### config.mk
export PLATFORM = sky130hd
export DESIGN_NAME = escp_printer_command_interpreter_flat
export DESIGN_NICKNAME = d
export VERILOG_FILES = /design/src/design/escp_pkg.sv /design/src/design/escp_in_if.sv /design/src/design/escp_out_if.sv /design/src/design/escp_front.sv /design/src/design/escp_jobq.sv /design/src/design/escp_back.sv /design/src/design/escp_printer_command_interpreter.sv /design/src/flat_wrapper.sv
export VERILOG_INCLUDE_DIRS = /design/src /design/src/design
export SDC_FILE = /design/constraint.sdc
export NUM_CORES = 2
export LEC_CHECK = 0
export BUFFER_PORTS_ARGS = -buffer_cell sky130_fd_sc_hd__buf_4
export CORE_MARGIN = 5
export CORE_UTILIZATION = 40
export CTS_CLUSTER_DIAMETER = 200
export DETAILED_ROUTE_END_ITERATION = 8
export RECOVER_POWER = 25
export SKIP_LAST_GASP = 1
export SLEW_MARGIN = 20
export SYNTH_ARGS = -nofsm -noshare
export SYNTH_HDL_FRONTEND = slang
export SYNTH_SLANG_ARGS = --single-unit
export TNS_END_PERCENT = 10
### constraint.sdc
create_clock -name clk_i -period 18.6 [get_ports clk_i]
set_input_delay 1.86 -clock clk_i [delete_from_list [all_inputs] [get_ports clk_i]]
set_output_delay 1.86 -clock clk_i [all_outputs]
set_load 0.01 [all_outputs]
### src/design/escp_printer_command_interpreter_macros.svh
// assertion macros shared by the printer command interpreter modules
`ifndef ESCP_PRINTER_COMMAND_INTERPRETER_MACROS_SVH
`define ESCP_PRINTER_COMMAND_INTERPRETER_MACROS_SVH
`ifndef SYNTHESIS
`define ESCP_ASSERT(lbl, prop, msg) \
  lbl: assert property (@(posedge clk_i) disable iff (!rst_ni) prop) else $error(msg);
`define ESCP_ASSERT_ALWAYS(lbl, prop, msg) \
  lbl: assert property (@(posedge clk_i) prop) else $error(msg);
`else
`define ESCP_ASSERT(lbl, prop, msg)
`define ESCP_ASSERT_ALWAYS(lbl, prop, msg)
`endif
`endif

### src/design/escp_pkg.sv
// shared types and constants of the printer command interpreter
`timescale 1ns / 1ps
package escp_pkg;

  localparam int unsigned JobQDepth = 2;

  localparam logic [19:0] XMax          = 20'hFFFFF;
  localparam logic [11:0] MarginLeftRst = 12'd96;
  localparam logic [11:0] MarginTopRst  = 12'd160;
  localparam logic [13:0] PageLenRst    = 14'd7920;
  localparam logic [7:0]  DefColsRst    = 8'd80;
  localparam logic [13:0] RightLimitRst = 14'd5760;

  typedef enum logic [1:0] {
    KindDot   = 2'd0,
    KindGlyph = 2'd1,
    KindPage  = 2'd2
  } kind_e;

  typedef struct packed {
    logic [11:0] margin_left;
    logic [11:0] margin_top;
    logic [13:0] page_length;
    logic [7:0]  default_columns;
  } cfg_t;

  typedef struct packed {
    logic [7:0] pitch;
    logic       underline;
    logic       superscript;
    logic       subscript;
    logic       expanded;
    logic       bold;
    logic       double_strike;
  } attr_t;

  // work for the back end: optional glyph, up to eight strikes, optional page end
  typedef struct packed {
    attr_t       attr;
    logic        glyph_v;
    logic [7:0]  glyph_index;
    logic [20:0] gx;
    logic [14:0] gy;
    logic [7:0]  dots;
    logic [20:0] dx;
    logic [14:0] dy0;
    logic        pin9;
    logic        page_v;
  } job_t;

endpackage

### src/design/escp_in_if.sv
// byte stream channel
`timescale 1ns / 1ps
interface escp_in_if;
  logic       valid;
  logic       ready;
  logic [7:0] data_byte;
  modport source (output valid, output data_byte, input ready);
  modport sink (input valid, input data_byte, output ready);
endinterface

### src/design/escp_out_if.sv
// result channel
`timescale 1ns / 1ps
interface escp_out_if;
  logic        valid;
  logic        ready;
  logic [1:0]  kind;
  logic [20:0] x_pos;
  logic [14:0] y_pos;
  logic [7:0]  glyph_index;
  logic [7:0]  pitch;
  logic        underline;
  logic        superscript;
  logic        subscript;
  logic        expanded;
  logic        bold;
  logic        double_strike;
  logic        last;
  modport source (output valid, output kind, output x_pos, output y_pos, output glyph_index,
                  output pitch, output underline, output superscript, output subscript,
                  output expanded, output bold, output double_strike, output last,
                  input ready);
  modport sink (input valid, input kind, input x_pos, input y_pos, input glyph_index,
                input pitch, input underline, input superscript, input subscript,
                input expanded, input bold, input double_strike, input last,
                output ready);
endinterface

### src/design/escp_front.sv
// command decoder: parses the byte stream, keeps printer state, queues output work
`timescale 1ns / 1ps
module escp_front (
  input  logic          clk_i,
  input  logic          rst_ni,
  input  escp_pkg::cfg_t cfg_i,
  escp_in_if.sink       in_i,
  input  logic          q_full_i,
  output logic          q_push_o,
  output escp_pkg::job_t q_job_o
);
  import escp_pkg::*;

  typedef enum logic {SIdle, STab} state_e;

  typedef enum logic [4:0] {
    PhIdle, PhEsc, PhSkip1, PhSkip2, PhSkip3, PhSkipZ, PhQual, PhLsA, PhLs3, PhLsJ,
    PhPlen, PhRmar, PhGmode, PhCset, PhUndl, PhScript, PhWide, PhMaster, PhAbsLo,
    PhAbsHi, PhRelLo, PhRelHi, PhC9Lo, PhC9Hi, PhC24Lo, PhC24Hi, PhDot9, PhDot24
  } phase_e;

  typedef struct packed {
    logic       ok;
    logic       pin24;
    logic [3:0] step;
    logic       fast;
  } gmode_t;

  localparam logic [7:0] CcNul = 8'd0,  CcBel = 8'd7,  CcBs  = 8'd8,  CcHt  = 8'd9;
  localparam logic [7:0] CcLf  = 8'd10, CcVt  = 8'd11, CcFf  = 8'd12, CcCr  = 8'd13;
  localparam logic [7:0] CcSo  = 8'd14, CcSi  = 8'd15, CcDc1 = 8'd17, CcDc2 = 8'd18;
  localparam logic [7:0] CcDc3 = 8'd19, CcDc4 = 8'd20, CcCan = 8'd24, CcEm  = 8'd25;
  localparam logic [7:0] CcEsc = 8'd27, CcDel = 8'd127;

  localparam int StEl = 0, StKs = 1, StFe = 2, StDo = 3, StSp = 4, StUn = 5;
  localparam int ScSup = 0, ScSub = 1;

  function automatic logic [7:0] pitch_of(logic [5:0] st);
    logic [7:0] a;
    a = 8'd72;
    if (st[StEl]) a = 8'd60;
    else if (st[StKs]) a = 8'd42;
    if (st[StSp]) a = {a[6:0], 1'b0};
    return a;
  endfunction

  function automatic logic [19:0] sat_add(logic [19:0] x, logic [7:0] d);
    logic [20:0] s;
    s = {1'b0, x} + {13'b0, d};
    return s[20] ? XMax : s[19:0];
  endfunction

  // 72 times the column count, wide enough to see saturation
  function automatic logic [14:0] cols_x72(logic [7:0] cols);
    return {1'b0, cols, 6'b0} + {4'b0, cols, 3'b0};
  endfunction

  function automatic gmode_t gmode_of(logic [7:0] m);
    gmode_t g;
    g = '0;
    case (m)
      8'd0:    g = '{1'b1, 1'b0, 4'd12, 1'b0};
      8'd1:    g = '{1'b1, 1'b0, 4'd6,  1'b0};
      8'd2:    g = '{1'b1, 1'b0, 4'd6,  1'b1};
      8'd3:    g = '{1'b1, 1'b0, 4'd3,  1'b1};
      8'd4:    g = '{1'b1, 1'b0, 4'd9,  1'b0};
      8'd5:    g = '{1'b1, 1'b0, 4'd10, 1'b0};
      8'd6:    g = '{1'b1, 1'b0, 4'd8,  1'b0};
      8'd7:    g = '{1'b1, 1'b0, 4'd5,  1'b0};
      8'd32:   g = '{1'b1, 1'b1, 4'd12, 1'b0};
      8'd33:   g = '{1'b1, 1'b1, 4'd6,  1'b0};
      8'd38:   g = '{1'b1, 1'b1, 4'd8,  1'b0};
      8'd39:   g = '{1'b1, 1'b1, 4'd4,  1'b0};
      8'd40:   g = '{1'b1, 1'b1, 4'd2,  1'b0};
      default: g = '0;
    endcase
    return g;
  endfunction

  state_e      state_q, state_d;
  phase_e      ph_q, ph_d;
  logic [19:0] hx_q, hx_d;
  logic [13:0] hy_q, hy_d;
  logic [7:0]  ca_q, ca_d;
  logic [11:0] la_q, la_d;
  logic [13:0] rl_q, rl_d;
  logic [5:0]  st_q, st_d;
  logic [1:0]  sc_q, sc_d;
  logic        lq_q, lq_d;
  logic [7:0]  cs_q, cs_d;
  logic [7:0]  fa_q, fa_d;
  logic [15:0] cl_q, cl_d;
  logic [3:0]  step_q, step_d;
  logic        fast_q, fast_d;
  logic [7:0]  prev_q, prev_d;
  logic [1:0]  band_q, band_d;
  // tab stop remainder unit
  logic [20:0] num_q, num_d;
  logic [10:0] t_q, t_d;
  logic [10:0] rem_q, rem_d;
  logic [4:0]  cnt_q, cnt_d;

  job_t job;

  always_comb begin
    logic [7:0]  b;
    logic        wrap_chk, sh_v, pg, start_gr, end_col;
    logic [11:0] sh_amt;
    logic [14:0] ny;
    logic [11:0] rem_sh, rem_nx;
    logic [20:0] div_x;
    logic [10:0] t;
    logic [7:0]  sym, bm;
    logic        cs_eff;
    logic [15:0] d16, prod;
    logic [22:0] sdx, rx;
    logic [14:0] rr;
    logic [19:0] ax;
    gmode_t      gm;

    b        = in_i.data_byte;
    state_d  = state_q;
    ph_d     = ph_q;
    hx_d     = hx_q;
    hy_d     = hy_q;
    la_d     = la_q;
    rl_d     = rl_q;
    st_d     = st_q;
    sc_d     = sc_q;
    lq_d     = lq_q;
    cs_d     = cs_q;
    fa_d     = fa_q;
    cl_d     = cl_q;
    step_d   = step_q;
    fast_d   = fast_q;
    prev_d   = prev_q;
    band_d   = band_q;
    num_d    = num_q;
    t_d      = t_q;
    rem_d    = rem_q;
    cnt_d    = cnt_q;
    job      = '0;
    wrap_chk = 1'b0;
    sh_v     = 1'b0;
    sh_amt   = '0;
    pg       = 1'b0;
    start_gr = 1'b0;
    end_col  = 1'b0;
    gm       = '0;
    t        = {ca_q, 3'b000};
    sym      = '0;
    cs_eff   = 1'b0;
    bm       = b;
    d16      = {b, fa_q};
    prod     = 16'(ca_q) * 16'(b);
    sdx      = {{7{d16[15]}}, d16};
    rx       = {3'b0, hx_q} + {sdx[20:0], 2'b00} + (lq_q ? 23'd0 : {sdx[21:0], 1'b0});
    rr       = cols_x72(cfg_i.default_columns);
    ax       = {d16, 3'b000} + {1'b0, d16, 2'b00};

    // one restoring step per cycle, most significant bit first
    rem_sh = {rem_q, num_q[cnt_q]};
    rem_nx = (rem_sh >= {1'b0, t_q}) ? rem_sh - {1'b0, t_q} : rem_sh;
    div_x  = num_q - {10'b0, rem_nx[10:0]};

    if (state_q == STab) begin
      if (cnt_q != '0) begin
        cnt_d = cnt_q - 5'd1;
        rem_d = rem_nx[10:0];
      end else if (!q_full_i) begin
        // finish only with a queue slot free, a wrap may end the page
        hx_d     = (div_x > {1'b0, XMax}) ? XMax : div_x[19:0];
        wrap_chk = 1'b1;
        state_d  = SIdle;
      end
    end else if (in_i.valid && in_i.ready) begin
      case (ph_q)
        PhEsc: begin
          ph_d = PhIdle;
          case (b)
            "U", "N", "/", " ", "t", "w", CcEm: ph_d = PhSkip1;
            ":":      ph_d = PhSkip3;
            "B", "D": ph_d = PhSkipZ;
            "x":      ph_d = PhQual;
            "P":      st_d[StEl] = 1'b0;
            "M":      st_d[StEl] = 1'b1;
            CcSi:     st_d[StKs] = 1'b1;
            CcSo:     st_d[StSp] = 1'b1;
            "0":      la_d = 12'd90;
            "1":      la_d = 12'd70;
            "2":      la_d = 12'd120;
            "A":      ph_d = PhLsA;
            "3":      ph_d = PhLs3;
            "J":      ph_d = PhLsJ;
            "C":      ph_d = PhPlen;
            "Q":      ph_d = PhRmar;
            "K": begin start_gr = 1'b1; gm = gmode_of(8'd0); end
            "L": begin start_gr = 1'b1; gm = gmode_of(8'd1); end
            "Y": begin start_gr = 1'b1; gm = gmode_of(8'd2); end
            "Z": begin start_gr = 1'b1; gm = gmode_of(8'd3); end
            "*":      ph_d = PhGmode;
            "R":      ph_d = PhCset;
            "<":      hx_d = '0;
            "$":      ph_d = PhAbsLo;
            "\\":     ph_d = PhRelLo;
            "E":      st_d[StFe] = 1'b1;
            "F":      st_d[StFe] = 1'b0;
            "G":      st_d[StDo] = 1'b1;
            "H": begin
              st_d[StDo] = 1'b0;
              sc_d       = '0;
            end
            "-":      ph_d = PhUndl;
            "S":      ph_d = PhScript;
            "T":      sc_d = '0;
            "W":      ph_d = PhWide;
            "!":      ph_d = PhMaster;
            "@": begin
              // printer initialize
              hx_d = '0;
              hy_d = '0;
              lq_d = 1'b0;
              st_d = '0;
              sc_d = '0;
              cs_d = '0;
              la_d = 12'd120;
              rl_d = rr[14] ? 14'h3FFF : rr[13:0];
            end
            default:  ph_d = PhIdle;
          endcase
        end
        PhSkip1: ph_d = PhIdle;
        PhSkip2: ph_d = PhSkip1;
        PhSkip3: ph_d = PhSkip2;
        PhSkipZ: if (b == 8'd0) ph_d = PhIdle;
        PhQual: begin
          lq_d = (b != 8'd0) && (b != "0");
          ph_d = PhIdle;
        end
        PhLsA: begin
          la_d = {b, 3'b000} + {1'b0, b, 2'b00} - 12'd0;
          ph_d = PhIdle;
        end
        PhLs3: begin
          la_d = {2'b00, b, 2'b00};
          ph_d = PhIdle;
        end
        PhLsJ: begin
          ph_d   = PhIdle;
          sh_v   = 1'b1;
          sh_amt = {2'b00, b, 2'b00};
        end
        PhPlen: ph_d = (b == 8'd0) ? PhSkip1 : PhIdle;
        PhRmar: begin
          if (b != 8'd0 && prod <= 16'd5760) rl_d = prod[13:0];
          ph_d = PhIdle;
        end
        PhGmode: begin
          ph_d     = PhIdle;
          gm       = gmode_of(b);
          start_gr = gm.ok;
        end
        PhCset: begin
          cs_d = b;
          ph_d = PhIdle;
        end
        PhUndl: begin
          st_d[StUn] = (b != 8'd0) && (b != "0");
          ph_d       = PhIdle;
        end
        PhScript: begin
          sc_d[ScSup] = (b == 8'd0) || (b == "0");
          sc_d[ScSub] = (b == 8'd1) || (b == "1");
          ph_d        = PhIdle;
        end
        PhWide: begin
          st_d[StSp] = (b != 8'd0) && (b != "0");
          ph_d       = PhIdle;
        end
        PhMaster: begin
          st_d       = st_q & (6'd1 << StUn);
          st_d[StEl] = b[0];
          st_d[StKs] = !b[0] && b[2];
          st_d[StFe] = !b[0] && b[3];
          st_d[StDo] = b[4];
          st_d[StSp] = b[5];
          ph_d       = PhIdle;
        end
        PhAbsLo: begin
          fa_d = b;
          ph_d = PhAbsHi;
        end
        PhAbsHi: begin
          hx_d = ax;
          ph_d = PhIdle;
        end
        PhRelLo: begin
          fa_d = b;
          ph_d = PhRelHi;
        end
        PhRelHi: begin
          if (rx[22]) hx_d = '0;
          else if (rx > {3'b0, XMax}) hx_d = XMax;
          else hx_d = rx[19:0];
          ph_d = PhIdle;
        end
        PhC9Lo: begin
          fa_d = b;
          ph_d = PhC9Hi;
        end
        PhC24Lo: begin
          fa_d = b;
          ph_d = PhC24Hi;
        end
        PhC9Hi, PhC24Hi: begin
          cl_d = d16;
          if (d16 == '0) ph_d = PhIdle;
          else ph_d = (ph_q == PhC9Hi) ? PhDot9 : PhDot24;
        end
        PhDot9: begin
          if (fast_q) begin
            bm     = b & ~prev_q;
            prev_d = bm;
          end
          job.dots = bm;
          job.dx   = {9'b0, cfg_i.margin_left} + {1'b0, hx_q};
          job.dy0  = {3'b0, cfg_i.margin_top} + {1'b0, hy_q};
          job.pin9 = 1'b1;
          end_col  = 1'b1;
        end
        PhDot24: begin
          job.dots = b;
          job.dx   = {9'b0, cfg_i.margin_left} + {1'b0, hx_q};
          job.dy0  = {3'b0, cfg_i.margin_top} + {1'b0, hy_q} + {8'b0, band_q, 5'b0};
          job.pin9 = 1'b0;
          if (band_q >= 2'd2) begin
            band_d  = '0;
            end_col = 1'b1;
          end else begin
            band_d = band_q + 2'd1;
          end
        end
        default: begin
          ph_d = PhIdle;
          case (b)
            CcNul, CcBel, CcDc1, CcDc3, CcDel: wrap_chk = 1'b1;
            CcCan, CcFf: pg = 1'b1;
            CcBs: begin
              hx_d     = (hx_q > {12'b0, ca_q}) ? hx_q - {12'b0, ca_q} : '0;
              wrap_chk = 1'b1;
            end
            CcHt: begin
              // next multiple of eight columns through the remainder unit
              if (t == '0) begin
                wrap_chk = 1'b1;
              end else begin
                num_d   = {1'b0, hx_q} + {10'b0, t};
                t_d     = t;
                rem_d   = '0;
                cnt_d   = 5'd20;
                state_d = STab;
              end
            end
            CcLf: begin
              sh_v   = 1'b1;
              sh_amt = la_q;
            end
            CcVt: begin
              hx_d   = '0;
              sh_v   = 1'b1;
              sh_amt = la_q;
            end
            CcCr: begin
              hx_d     = '0;
              wrap_chk = 1'b1;
            end
            CcSo: begin
              st_d[StSp] = 1'b1;
              wrap_chk   = 1'b1;
            end
            CcSi: begin
              st_d[StKs] = 1'b1;
              wrap_chk   = 1'b1;
            end
            CcDc2: begin
              st_d[StKs] = 1'b0;
              wrap_chk   = 1'b1;
            end
            CcDc4: begin
              st_d[StSp] = 1'b0;
              wrap_chk   = 1'b1;
            end
            CcEsc: ph_d = PhEsc;
            default: begin
              if ((b >= 8'd32 && b <= 8'd126) || b >= 8'd160) begin
                cs_eff = (cs_q ^ {7'b0, b > 8'd128}) != '0;
                sym    = {1'b0, b[6:0]};
                if (b[6] && cs_eff) sym = sym + 8'd68;
                job.glyph_v     = 1'b1;
                job.glyph_index = sym - 8'd32;
                job.gx          = {9'b0, cfg_i.margin_left} + {1'b0, hx_q};
                job.gy          = {3'b0, cfg_i.margin_top} + {1'b0, hy_q};
              end
              hx_d     = sat_add(hx_q, ca_q);
              wrap_chk = 1'b1;
            end
          endcase
        end
      endcase

      if (start_gr) begin
        step_d = gm.step;
        if (gm.pin24) begin
          fast_d = 1'b0;
          band_d = '0;
          ph_d   = PhC24Lo;
        end else begin
          fast_d = gm.fast;
          prev_d = '0;
          ph_d   = PhC9Lo;
        end
      end

      if (end_col) begin
        hx_d = sat_add(hx_q, {4'b0, step_q});
        cl_d = cl_q - 16'd1;
        if (cl_d == '0) ph_d = PhIdle;
      end
    end

    // right limit wrap
    if (wrap_chk && hx_d >= {6'b0, rl_q}) begin
      hx_d   = '0;
      sh_v   = 1'b1;
      sh_amt = la_q;
    end

    // vertical feed and page overflow
    ny = {1'b0, hy_q} + {3'b0, sh_amt};
    if (sh_v) begin
      if (ny >= {1'b0, cfg_i.page_length}) pg = 1'b1;
      else hy_d = ny[13:0];
    end
    if (pg) begin
      hx_d       = '0;
      hy_d       = '0;
      job.page_v = 1'b1;
    end

    // attributes as they stand once this byte is done
    ca_d = pitch_of(st_d);

    job.attr.pitch         = ca_d;
    job.attr.underline     = st_d[StUn];
    job.attr.superscript   = sc_d[ScSup];
    job.attr.subscript     = sc_d[ScSub];
    job.attr.expanded      = st_d[StSp];
    job.attr.bold          = st_d[StFe];
    job.attr.double_strike = st_d[StDo];
  end

  assign in_i.ready = (state_q == SIdle) && !q_full_i;
  assign q_push_o   = job.glyph_v || (job.dots != '0) || job.page_v;
  assign q_job_o    = job;

  always_ff @(posedge clk_i or negedge rst_ni) begin
    if (!rst_ni) begin
      state_q <= SIdle;
      ph_q    <= PhIdle;
      hx_q    <= '0;
      hy_q    <= '0;
      ca_q    <= 8'd72;
      la_q    <= 12'd120;
      rl_q    <= RightLimitRst;
      st_q    <= '0;
      sc_q    <= '0;
      lq_q    <= 1'b0;
      cs_q    <= '0;
      fa_q    <= '0;
      cl_q    <= '0;
      step_q  <= '0;
      fast_q  <= 1'b0;
      prev_q  <= '0;
      band_q  <= '0;
      cnt_q   <= '0;
    end else begin
      state_q <= state_d;
      ph_q    <= ph_d;
      hx_q    <= hx_d;
      hy_q    <= hy_d;
      ca_q    <= ca_d;
      la_q    <= la_d;
      rl_q    <= rl_d;
      st_q    <= st_d;
      sc_q    <= sc_d;
      lq_q    <= lq_d;
      cs_q    <= cs_d;
      fa_q    <= fa_d;
      cl_q    <= cl_d;
      step_q  <= step_d;
      fast_q  <= fast_d;
      prev_q  <= prev_d;
      band_q  <= band_d;
      cnt_q   <= cnt_d;
    end
  end

  always_ff @(posedge clk_i) begin
    num_q <= num_d;
    t_q   <= t_d;
    rem_q <= rem_d;
  end

endmodule

### src/design/escp_jobq.sv
// small queue of output work between decoder and emitter
`timescale 1ns / 1ps
`include "escp_printer_command_interpreter_macros.svh"
module escp_jobq #(
  parameter int unsigned Depth = escp_pkg::JobQDepth
) (
  input  logic           clk_i,
  input  logic           rst_ni,
  input  logic           push_i,
  input  escp_pkg::job_t job_i,
  output logic           full_o,
  input  logic           pop_i,
  output escp_pkg::job_t job_o,
  output logic           empty_o
);
  import escp_pkg::*;

  localparam int unsigned PtrW = (Depth > 1) ? $clog2(Depth) : 1;
  localparam int unsigned CntW = $clog2(Depth + 1);

  job_t            mem_q [Depth];
  logic [PtrW-1:0] wp_q, wp_d, rp_q, rp_d;
  logic [CntW-1:0] cnt_q, cnt_d;

  always_comb begin
    wp_d  = wp_q;
    rp_d  = rp_q;
    cnt_d = cnt_q;
    if (push_i) begin
      wp_d = (wp_q == PtrW'(Depth - 1)) ? '0 : wp_q + PtrW'(1);
    end
    if (pop_i) begin
      rp_d = (rp_q == PtrW'(Depth - 1)) ? '0 : rp_q + PtrW'(1);
    end
    if (push_i && !pop_i) cnt_d = cnt_q + CntW'(1);
    else if (pop_i && !push_i) cnt_d = cnt_q - CntW'(1);
  end

  assign full_o  = (cnt_q == CntW'(Depth));
  assign empty_o = (cnt_q == '0);
  assign job_o   = mem_q[rp_q];

  always_ff @(posedge clk_i or negedge rst_ni) begin
    if (!rst_ni) begin
      wp_q  <= '0;
      rp_q  <= '0;
      cnt_q <= '0;
    end else begin
      wp_q  <= wp_d;
      rp_q  <= rp_d;
      cnt_q <= cnt_d;
    end
  end

  always_ff @(posedge clk_i) begin
    if (push_i) mem_q[wp_q] <= job_i;
  end

  `ESCP_ASSERT(a_q_no_overflow, push_i |-> !full_o, "push into full job queue")
  `ESCP_ASSERT(a_q_no_underflow, pop_i |-> !empty_o, "pop from empty job queue")
  `ESCP_ASSERT(a_q_count_range, cnt_q <= CntW'(Depth), "job queue count out of range")

endmodule

### src/design/escp_back.sv
// emitter: expands queued work into result transactions, one per cycle while out_o is not stalled
`timescale 1ns / 1ps
`include "escp_printer_command_interpreter_macros.svh"
module escp_back (
  input  logic           clk_i,
  input  logic           rst_ni,
  input  escp_pkg::job_t job_i,
  input  logic           q_empty_i,
  output logic           q_pop_o,
  escp_out_if.source     out_o
);
  import escp_pkg::*;

  logic        act_q, act_d;
  job_t        cur_q, cur_d;
  logic        g_q, g_d, p_q, p_d;
  logic [7:0]  mask_q, mask_d;
  logic        ov_q, ov_d;
  kind_e       kind_q, kind_d;
  logic [20:0] x_q, x_d;
  logic [14:0] y_q, y_d;
  logic [7:0]  gi_q, gi_d;
  attr_t       attr_q, attr_d;
  logic        last_q, last_d;

  always_comb begin
    logic       slot, found;
    logic [2:0] idx;
    logic [6:0] off;

    slot  = !ov_q || out_o.ready;
    found = 1'b0;
    idx   = '0;
    // first pin from the top of the byte
    for (int i = 0; i < 8; i++) begin
      if (!found && mask_q[7-i]) begin
        found = 1'b1;
        idx   = 3'(i);
      end
    end
    off = cur_q.pin9 ? ({2'b00, idx, 2'b00} + {1'b0, idx, 3'b000}) : {2'b00, idx, 2'b00};

    act_d  = act_q;
    cur_d  = cur_q;
    g_d    = g_q;
    p_d    = p_q;
    mask_d = mask_q;
    ov_d   = ov_q;
    kind_d = kind_q;
    x_d    = x_q;
    y_d    = y_q;
    gi_d   = gi_q;
    attr_d = attr_q;
    last_d = last_q;
    q_pop_o = !act_q && !q_empty_i;

    if (slot) begin
      ov_d = 1'b0;
      if (act_q) begin
        ov_d   = 1'b1;
        attr_d = cur_q.attr;
        if (g_q) begin
          kind_d = KindGlyph;
          x_d    = cur_q.gx;
          y_d    = cur_q.gy;
          gi_d   = cur_q.glyph_index;
          g_d    = 1'b0;
        end else if (found) begin
          kind_d = KindDot;
          x_d    = cur_q.dx;
          y_d    = cur_q.dy0 + {8'b0, off};
          gi_d   = '0;
          mask_d = mask_q & ~(8'h80 >> idx);
        end else begin
          kind_d = KindPage;
          x_d    = '0;
          y_d    = '0;
          gi_d   = '0;
          p_d    = 1'b0;
        end
        last_d = !(g_d || (mask_d != '0) || p_d);
        act_d  = !last_d;
      end
    end

    if (q_pop_o) begin
      cur_d  = job_i;
      g_d    = job_i.glyph_v;
      mask_d = job_i.dots;
      p_d    = job_i.page_v;
      act_d  = 1'b1;
    end
  end

  always_ff @(posedge clk_i or negedge rst_ni) begin
    if (!rst_ni) begin
      act_q  <= 1'b0;
      ov_q   <= 1'b0;
      g_q    <= 1'b0;
      p_q    <= 1'b0;
      mask_q <= '0;
    end else begin
      act_q  <= act_d;
      ov_q   <= ov_d;
      g_q    <= g_d;
      p_q    <= p_d;
      mask_q <= mask_d;
    end
  end

  always_ff @(posedge clk_i) begin
    cur_q  <= cur_d;
    kind_q <= kind_d;
    x_q    <= x_d;
    y_q    <= y_d;
    gi_q   <= gi_d;
    attr_q <= attr_d;
    last_q <= last_d;
  end

  assign out_o.valid         = ov_q;
  assign out_o.kind          = kind_q;
  assign out_o.x_pos         = x_q;
  assign out_o.y_pos         = y_q;
  assign out_o.glyph_index   = gi_q;
  assign out_o.pitch         = attr_q.pitch;
  assign out_o.underline     = attr_q.underline;
  assign out_o.superscript   = attr_q.superscript;
  assign out_o.subscript     = attr_q.subscript;
  assign out_o.expanded      = attr_q.expanded;
  assign out_o.bold          = attr_q.bold;
  assign out_o.double_strike = attr_q.double_strike;
  assign out_o.last          = last_q;

  `ESCP_ASSERT(a_bk_progress, (act_q && !ov_q) |=> ov_q, "emitter stalled with free slot")
  `ESCP_ASSERT(a_bk_page_zero, (ov_q && kind_q == KindPage) |-> (x_q == '0 && y_q == '0),
               "page end with nonzero position")
  `ESCP_ASSERT(a_bk_pop_idle, q_pop_o |-> !act_q, "queue popped while a job is active")

endmodule

### src/design/escp_printer_command_interpreter.sv
// top level of the dot-matrix printer command interpreter
`timescale 1ns / 1ps
// usage
// - in_i carries the command stream, one byte per transaction (valid/ready)
// - out_o carries results: dot strikes, glyph events and page ends; last marks
//   the final result caused by one byte
// - the apb port holds margin_left, margin_top, page_length, default_columns at
//   byte addresses 0, 4, 8, 12; pready is always high; write only while idle
// - the decoder takes one byte per cycle when the queue has room and no tab runs,
//   and updates printer state at once; a horizontal tab holds it while the
//   remainder unit works one bit per cycle, more if it waits for a free queue entry
// - output work passes through a two-entry queue to the emitter, which loads a
//   job and then gives one result per cycle while out_o is not stalled; a
//   bit-image byte with n strikes occupies it for the load and its n results
// - a first result passes the queue, then the emitter's job and result registers
// - when out_o is stalled the emitter holds its registered result, the queue
//   fills and in_i.ready drops; bytes that cause no result keep flowing until then
// - reset restores the power-up printer state at once; no clearing pass
module escp_printer_command_interpreter #(
  parameter int unsigned JobQDepth = escp_pkg::JobQDepth
) (
  input  logic        clk_i,
  input  logic        rst_ni,
  escp_in_if.sink     in_i,
  escp_out_if.source  out_o,
  input  logic        psel,
  input  logic        penable,
  input  logic        pwrite,
  input  logic [3:0]  paddr,
  input  logic [31:0] pwdata,
  output logic [31:0] prdata,
  output logic        pready
);
  import escp_pkg::*;

  localparam logic [1:0] RegMarginLeft = 2'd0;
  localparam logic [1:0] RegMarginTop  = 2'd1;
  localparam logic [1:0] RegPageLen    = 2'd2;
  localparam logic [1:0] RegDefCols    = 2'd3;

  cfg_t cfg_q, cfg_d;
  logic wr_en;

  logic q_push, q_full, q_pop, q_empty;
  job_t q_wjob, q_rjob;

  // register file
  assign pready = 1'b1;
  assign wr_en  = psel && penable && pwrite && pready;

  always_comb begin
    cfg_d = cfg_q;
    if (wr_en) begin
      case (paddr[3:2])
        RegMarginLeft: cfg_d.margin_left     = pwdata[11:0];
        RegMarginTop:  cfg_d.margin_top      = pwdata[11:0];
        RegPageLen:    cfg_d.page_length     = pwdata[13:0];
        RegDefCols:    cfg_d.default_columns = pwdata[7:0];
        default:       cfg_d = cfg_q;
      endcase
    end
  end

  always_comb begin
    case (paddr[3:2])
      RegMarginLeft: prdata = {20'b0, cfg_q.margin_left};
      RegMarginTop:  prdata = {20'b0, cfg_q.margin_top};
      RegPageLen:    prdata = {18'b0, cfg_q.page_length};
      RegDefCols:    prdata = {24'b0, cfg_q.default_columns};
      default:       prdata = '0;
    endcase
  end

  always_ff @(posedge clk_i or negedge rst_ni) begin
    if (!rst_ni) begin
      cfg_q.margin_left     <= MarginLeftRst;
      cfg_q.margin_top      <= MarginTopRst;
      cfg_q.page_length     <= PageLenRst;
      cfg_q.default_columns <= DefColsRst;
    end else begin
      cfg_q <= cfg_d;
    end
  end

  // decoder: parses bytes and queues work
  escp_front u_front (
    .clk_i    (clk_i),
    .rst_ni   (rst_ni),
    .cfg_i    (cfg_q),
    .in_i     (in_i),
    .q_full_i (q_full),
    .q_push_o (q_push),
    .q_job_o  (q_wjob)
  );

  escp_jobq #(
    .Depth (JobQDepth)
  ) u_jobq (
    .clk_i   (clk_i),
    .rst_ni  (rst_ni),
    .push_i  (q_push),
    .job_i   (q_wjob),
    .full_o  (q_full),
    .pop_i   (q_pop),
    .job_o   (q_rjob),
    .empty_o (q_empty)
  );

  // emitter: one result transaction per cycle while out_o is not stalled
  escp_back u_back (
    .clk_i     (clk_i),
    .rst_ni    (rst_ni),
    .job_i     (q_rjob),
    .q_empty_i (q_empty),
    .q_pop_o   (q_pop),
    .out_o     (out_o)
  );

endmodule

### src/flat_wrapper.sv
// flat-port wrapper written by rule: the top's interface ports become plain ports
module escp_printer_command_interpreter_flat import escp_pkg::*;
#(
  parameter int unsigned JobQDepth = escp_pkg::JobQDepth
)
  (clk_i, rst_ni, psel, penable, pwrite, paddr, pwdata, prdata, pready, in_i_valid, in_i_data_byte, in_i_ready, out_o_valid, out_o_kind, out_o_x_pos, out_o_y_pos, out_o_glyph_index, out_o_pitch, out_o_underline, out_o_superscript, out_o_subscript, out_o_expanded, out_o_bold, out_o_double_strike, out_o_last, out_o_ready);
  escp_in_if in_i_i ();
  escp_out_if out_o_i ();
  input  logic clk_i;
  input  logic rst_ni;
  input  logic psel;
  input  logic penable;
  input  logic pwrite;
  input  logic [3:0] paddr;
  input  logic [31:0] pwdata;
  output logic [31:0] prdata;
  output logic pready;
  input wire logic [$bits(in_i_i.valid)-1:0] in_i_valid;
  input wire logic [$bits(in_i_i.data_byte)-1:0] in_i_data_byte;
  output wire logic [$bits(in_i_i.ready)-1:0] in_i_ready;
  output wire logic [$bits(out_o_i.valid)-1:0] out_o_valid;
  output wire logic [$bits(out_o_i.kind)-1:0] out_o_kind;
  output wire logic [$bits(out_o_i.x_pos)-1:0] out_o_x_pos;
  output wire logic [$bits(out_o_i.y_pos)-1:0] out_o_y_pos;
  output wire logic [$bits(out_o_i.glyph_index)-1:0] out_o_glyph_index;
  output wire logic [$bits(out_o_i.pitch)-1:0] out_o_pitch;
  output wire logic [$bits(out_o_i.underline)-1:0] out_o_underline;
  output wire logic [$bits(out_o_i.superscript)-1:0] out_o_superscript;
  output wire logic [$bits(out_o_i.subscript)-1:0] out_o_subscript;
  output wire logic [$bits(out_o_i.expanded)-1:0] out_o_expanded;
  output wire logic [$bits(out_o_i.bold)-1:0] out_o_bold;
  output wire logic [$bits(out_o_i.double_strike)-1:0] out_o_double_strike;
  output wire logic [$bits(out_o_i.last)-1:0] out_o_last;
  input wire logic [$bits(out_o_i.ready)-1:0] out_o_ready;
  assign in_i_i.valid = in_i_valid;
  assign in_i_i.data_byte = in_i_data_byte;
  assign in_i_ready = in_i_i.ready;
  assign out_o_valid = out_o_i.valid;
  assign out_o_kind = out_o_i.kind;
  assign out_o_x_pos = out_o_i.x_pos;
  assign out_o_y_pos = out_o_i.y_pos;
  assign out_o_glyph_index = out_o_i.glyph_index;
  assign out_o_pitch = out_o_i.pitch;
  assign out_o_underline = out_o_i.underline;
  assign out_o_superscript = out_o_i.superscript;
  assign out_o_subscript = out_o_i.subscript;
  assign out_o_expanded = out_o_i.expanded;
  assign out_o_bold = out_o_i.bold;
  assign out_o_double_strike = out_o_i.double_strike;
  assign out_o_last = out_o_i.last;
  assign out_o_i.ready = out_o_ready;
  escp_printer_command_interpreter #(.JobQDepth(JobQDepth)) u_core (.clk_i(clk_i), .rst_ni(rst_ni), .in_i(in_i_i), .out_o(out_o_i), .psel(psel), .penable(penable), .pwrite(pwrite), .paddr(paddr), .pwdata(pwdata), .prdata(prdata), .pready(pready));
endmodule
==> flow_metrics.py <==
metrics = {
    "run_status": {
        "status": "finished with violations",
        "violations": "max-capacitance violations, max-slew violations",
    },
    "clock_network": {
        "cts-resized-gates": 0,
        "clk_pin_slew_ns": 0.06,
        "post-cts-setup-buffer-count": 0,
        "cts.sinks": 596,
        "cts_tree": "done",
        "insertion_delay_ns": 0.65,
        "cts_buffers": 69,
        "h-tree-depth": 3,
        "max-clock-path-buffers": 3,
        "root_buffer": "clkbuf_16",
        "ctsHoldBuffers": 0,
    },
    "flow_run": {
        "cap_violations": 5,
    },
    "power_and_ir_drop": {
        "power_frac_seq": 0.330,
        "powerDensity_nw_per_um2": 139,
        "power.switching_w": 0.00223,
        "max-vdd-ir-drop_mv": 0.0794,
        "cellLeakagePower_nw": 17.0,
        "p_clk_frac": 0.250,
        "intPower_w": 0.00360,
        "p_sw_frac": 0.382,
        "combPwrFrac": 0.420,
    },
    "placed_design": {
        "dp_hpwl_mm": 83.9,
        "portBuffers": 106,
        "place.gp.congestion": 0.989,
        "place_area_sq_um": 39400,
    },
    "yosys": {
        "synth_cells": 3610,
        "syn_area_sq_um": 37200,
        "ys.warnings.count": 0,
        "synth.avg_cell_area_sq_um": 10.3,
        "ys_seq_area_frac": 0.456,
        "synth-edff-count": 401,
        "synth_seq_cells": 596,
        "synth.distinct_cells": 93,
        "synth_top_flop_cell": "edfxtp_1",
        "async_flop_share": 0.327,
    },
    "worst_setup_path": {
        "cp.required_ns": 18.85,
        "arrival_ns": 15.67,
        "cpMaxStageDelayCell": "and2_4",
        "cp-start-kind": "flip-flop",
        "crit_path_frequent_cell": "o21ai_0",
        "max_stage_delay_ns": 0.84,
        "crit_type": "reg -> reg",
        "end_kind": "flip-flop",
        "worst-path-max-fanout": 63,
    },
    "grt": {
        "overflow": 0,
        "grt_max_degree": 80,
        "antenna_found_initial": 2,
        "grt_pass1_vias": 27600,
        "grt_usage": 0.227,
        "grt_pass1_wl_mm": 173,
    },
    "timing": {
        "hold_viol_final": 0,
        "fin_crit_sh": 0.829,
        "holdWs_ns": 0.419,
        "fmax_mhz": 64.9,
        "rsz0062_at_grt": "false",
        "drv_slew": 286,
        "period_minus_slack_ns": 15.42,
        "slew_headroom": -2.02,
        "tightest_slew_ns": 4.54,
        "clock_skew_ns": 0.0373,
        "setup_viol": 0,
        "fin_tns_setup_ns": 0,
    },
    "min_path": {
        "hp-class": "reg -> reg",
    },
    "route": {
        "routedWlPerCell_microns": 23.0,
        "dr.pass1.iters": 7,
        "drtIter0Drc": 2679,
        "routed_via_density": 5.72,
        "vias": 28600,
        "final_antenna_net_count": 0,
        "drt-total-wl_mm": 115,
        "post-route-drc-count": 0,
    },
    "floorplanning": {
        "die_w_microns": 315,
        "initial_utilization": 0.405,
        "io_pins": 147,
        "core_sq_um": 91900,
        "die_h_microns": 315,
        "dieArea_sq_um": 99200,
        "core.rowCount": 111,
    },
    "finish": {
        "post_route_cells_drive_above_1_share": 0.129,
        "area_delta_synth_final_pct": 12.5,
        "final_nets": 4031,
        "fin_area_sq_um": 41900,
    },
}
worst paths after layout:
path | cells after the start | slack (ns) | to | start
max reg2reg | 60 | 3.18 | u_core.u_jobq.mem_q[1][92] | u_core.u_front.fa_q[0]
min reg2reg | 0 | 0.42 | u_core.u_back.out_o.pitch[6] | u_core.u_back.cur_q[103]
max | 60 | 3.18 | u_core.u_jobq.mem_q[1][92] | u_core.u_front.fa_q[0]
max in group asynchronous | 2 | 13.01 | u_core.u_front.fa_q[0] | rst_ni
min | 0 | 0.42 | u_core.u_back.out_o.pitch[6] | u_core.u_back.cur_q[103]
min in group asynchronous | 1 | 2.84 | u_core.u_front.hx_q[4] | rst_ni
synth_stat cells, types with 16 or more instances:
cell / instances / area (sq um)
dfrtp_1: 171 / 4280
and3_1: 28 / 175
nor2_1: 345 / 1290
inv_1: 227 / 852
o22ai_1: 34 / 213
mux2i_1: 41 / 410
fa_1: 47 / 941
a211oi_1: 30 / 225
mux2_2: 138 / 1550
dfstp_2: 24 / 631
and2_1: 56 / 350
nand3_1: 80 / 400
nand2_1: 250 / 938
a21o_1: 56 / 420
nor3_1: 78 / 390
a22o_1: 54 / 473
nand4_1: 21 / 131
or3_1: 16 / 100
o31ai_1: 20 / 150
o21a_1: 37 / 278
o21ai_0: 239 / 1200
xnor2_1: 120 / 1050
o21bai_1: 23 / 173
xor2_1: 67 / 587
edfxtp_1: 401 / 12000
buf_4: 21 / 158
o211ai_1: 32 / 240
a221oi_1: 16 / 140
ha_1: 243 / 3040
a31oi_1: 28 / 175
a21oi_1: 209 / 1050
nand2b_1: 35 / 219
nor2b_1: 29 / 181
nor4_1: 21 / 131
clkbuf_1: 133 / 499
final cells by class:
type | count | area [sq um]
clock buffers | 88 | 1920
well taps | 1243 | 1560
flip-flops and latches | 596 | 17000
diodes | 1 | 2.50
multi-input cells | 2619 | 18800
fillers | 8695 | 50100
clock inverters | 40 | 558
repair buffers | 172 | 1240
inverters | 232 | 872
flip-flops by register name, summed over array words and instances, names as in the netlist, 6 cells and up:
name / count
u_core.u_front.st_q: 6
u_core.u_front.prev_q: 8
u_core.u_jobq.mem_q: 208
u_core.u_back.out_o.x_pos: 21
u_core.u_front.cs_q: 8
u_core.u_back.mask_q: 8
u_core.u_front.fa_q: 8
u_core.u_front.t_q: 7
u_core.u_back.out_o.pitch: 7
u_core.u_front.la_q: 11
u_core.u_back.out_o.y_pos: 15
u_core.u_front.hy_q: 14
u_core.u_front.rem_q: 11
u_core.cfg_q: 46
u_core.u_front.rl_q: 14
u_core.u_back.cur_q: 94
u_core.u_front.ca_q: 7
u_core.u_front.hx_q: 20
u_core.u_front.cl_q: 16
u_core.u_back.out_o.glyph_index: 8
u_core.u_front.num_q: 21
power groups by stage:
stage               clock [W]  sequential, W  combinational, W
global route          0.00155        0.00195           0.00270
detailed placement          0        0.00195           0.00242
global placement            0        0.00194           0.00240
floorplan                   0        0.00193           0.00163
CTS                   0.00149        0.00192           0.00244
finish                0.00146        0.00192           0.00245
logic make-up (layout without fill, tap and decap cells):
logic type,after synthesis,count (layout),share of synthesized area
compound gates,924,924,0.163
xor+xnor,187,187,0.0440
fa+ha+maj,291,291,0.107
buf+inv,413,532,0.0443
flops,596,596,0.456
mux,191,191,0.0600
other cells,2,21,0.000202
simple gates,1006,1006,0.126
worst max-delay path: cells and delay by family (launching register included):
kind / cells / cell delay [ns]
xor+xnor: 2 / 0.25
mux: 1 / 0.30
simple gates: 9 / 2.62
flops: 1 / 0.41
buf+inv: 4 / 0.94
compound gates: 37 / 8.10
fa+ha+maj: 7 / 2.31
cells in the final DEF, fill, tap and decap left out, types with 15 or more instances in the layout:
master and count:
a211oi_1 30, a21o_1 56, a21oi_1 209, a221oi_1 16
a22o_1 54, a22oi_1 15, a31oi_1 28, and2_1 47
and3_1 28, buf_4 157, clkbuf_1 22, clkbuf_16 70
conb_1 20, dfrtp_1 171, dfstp_2 22, edfxtp_1 401
fa_1 47, ha_1 243, inv_1 224, mux2_2 133
mux2i_1 41, nand2_1 249, nand2b_1 35, nand3_1 79
nand4_1 21, nor2_1 345, nor2b_1 28, nor3_1 75
nor4_1 20, o211ai_1 32, o21a_1 37, o21ai_0 239
o21bai_1 23, o22ai_1 34, o31ai_1 19, or3_1 16
xnor2_1 120, xor2_1 67
per-stage QoR:
step / setup slack, ns / utilization / power [W] / instances
finish: 3.18 / 0.455 / 0.00583 / 4991
global route: 2.06 / 0.455 / 0.00619 / 4990
CTS: 3.30 / 0.456 / 0.00585 / 4990
detailed placement: 2.80 / 0.429 / 0.00437 / 4862
global placement: 2.86 / 0.429 / 0.00435 / 4862
floorplan: 2.15 / - / 0.00356 / 3628
per-layer routing:
metal / part of all wire / vias to the layer above / global-route usage
li1: - / 13300 / -
met3: 0.070 / 256 / 0.0411
met1: 0.43 / 13900 / 0.309
met4: 0.050 / 0 / 0.106
met2: 0.44 / 1045 / 0.352
met5: 0 / - / 0
No activity file was read; power rests on OpenSTA's default activity.
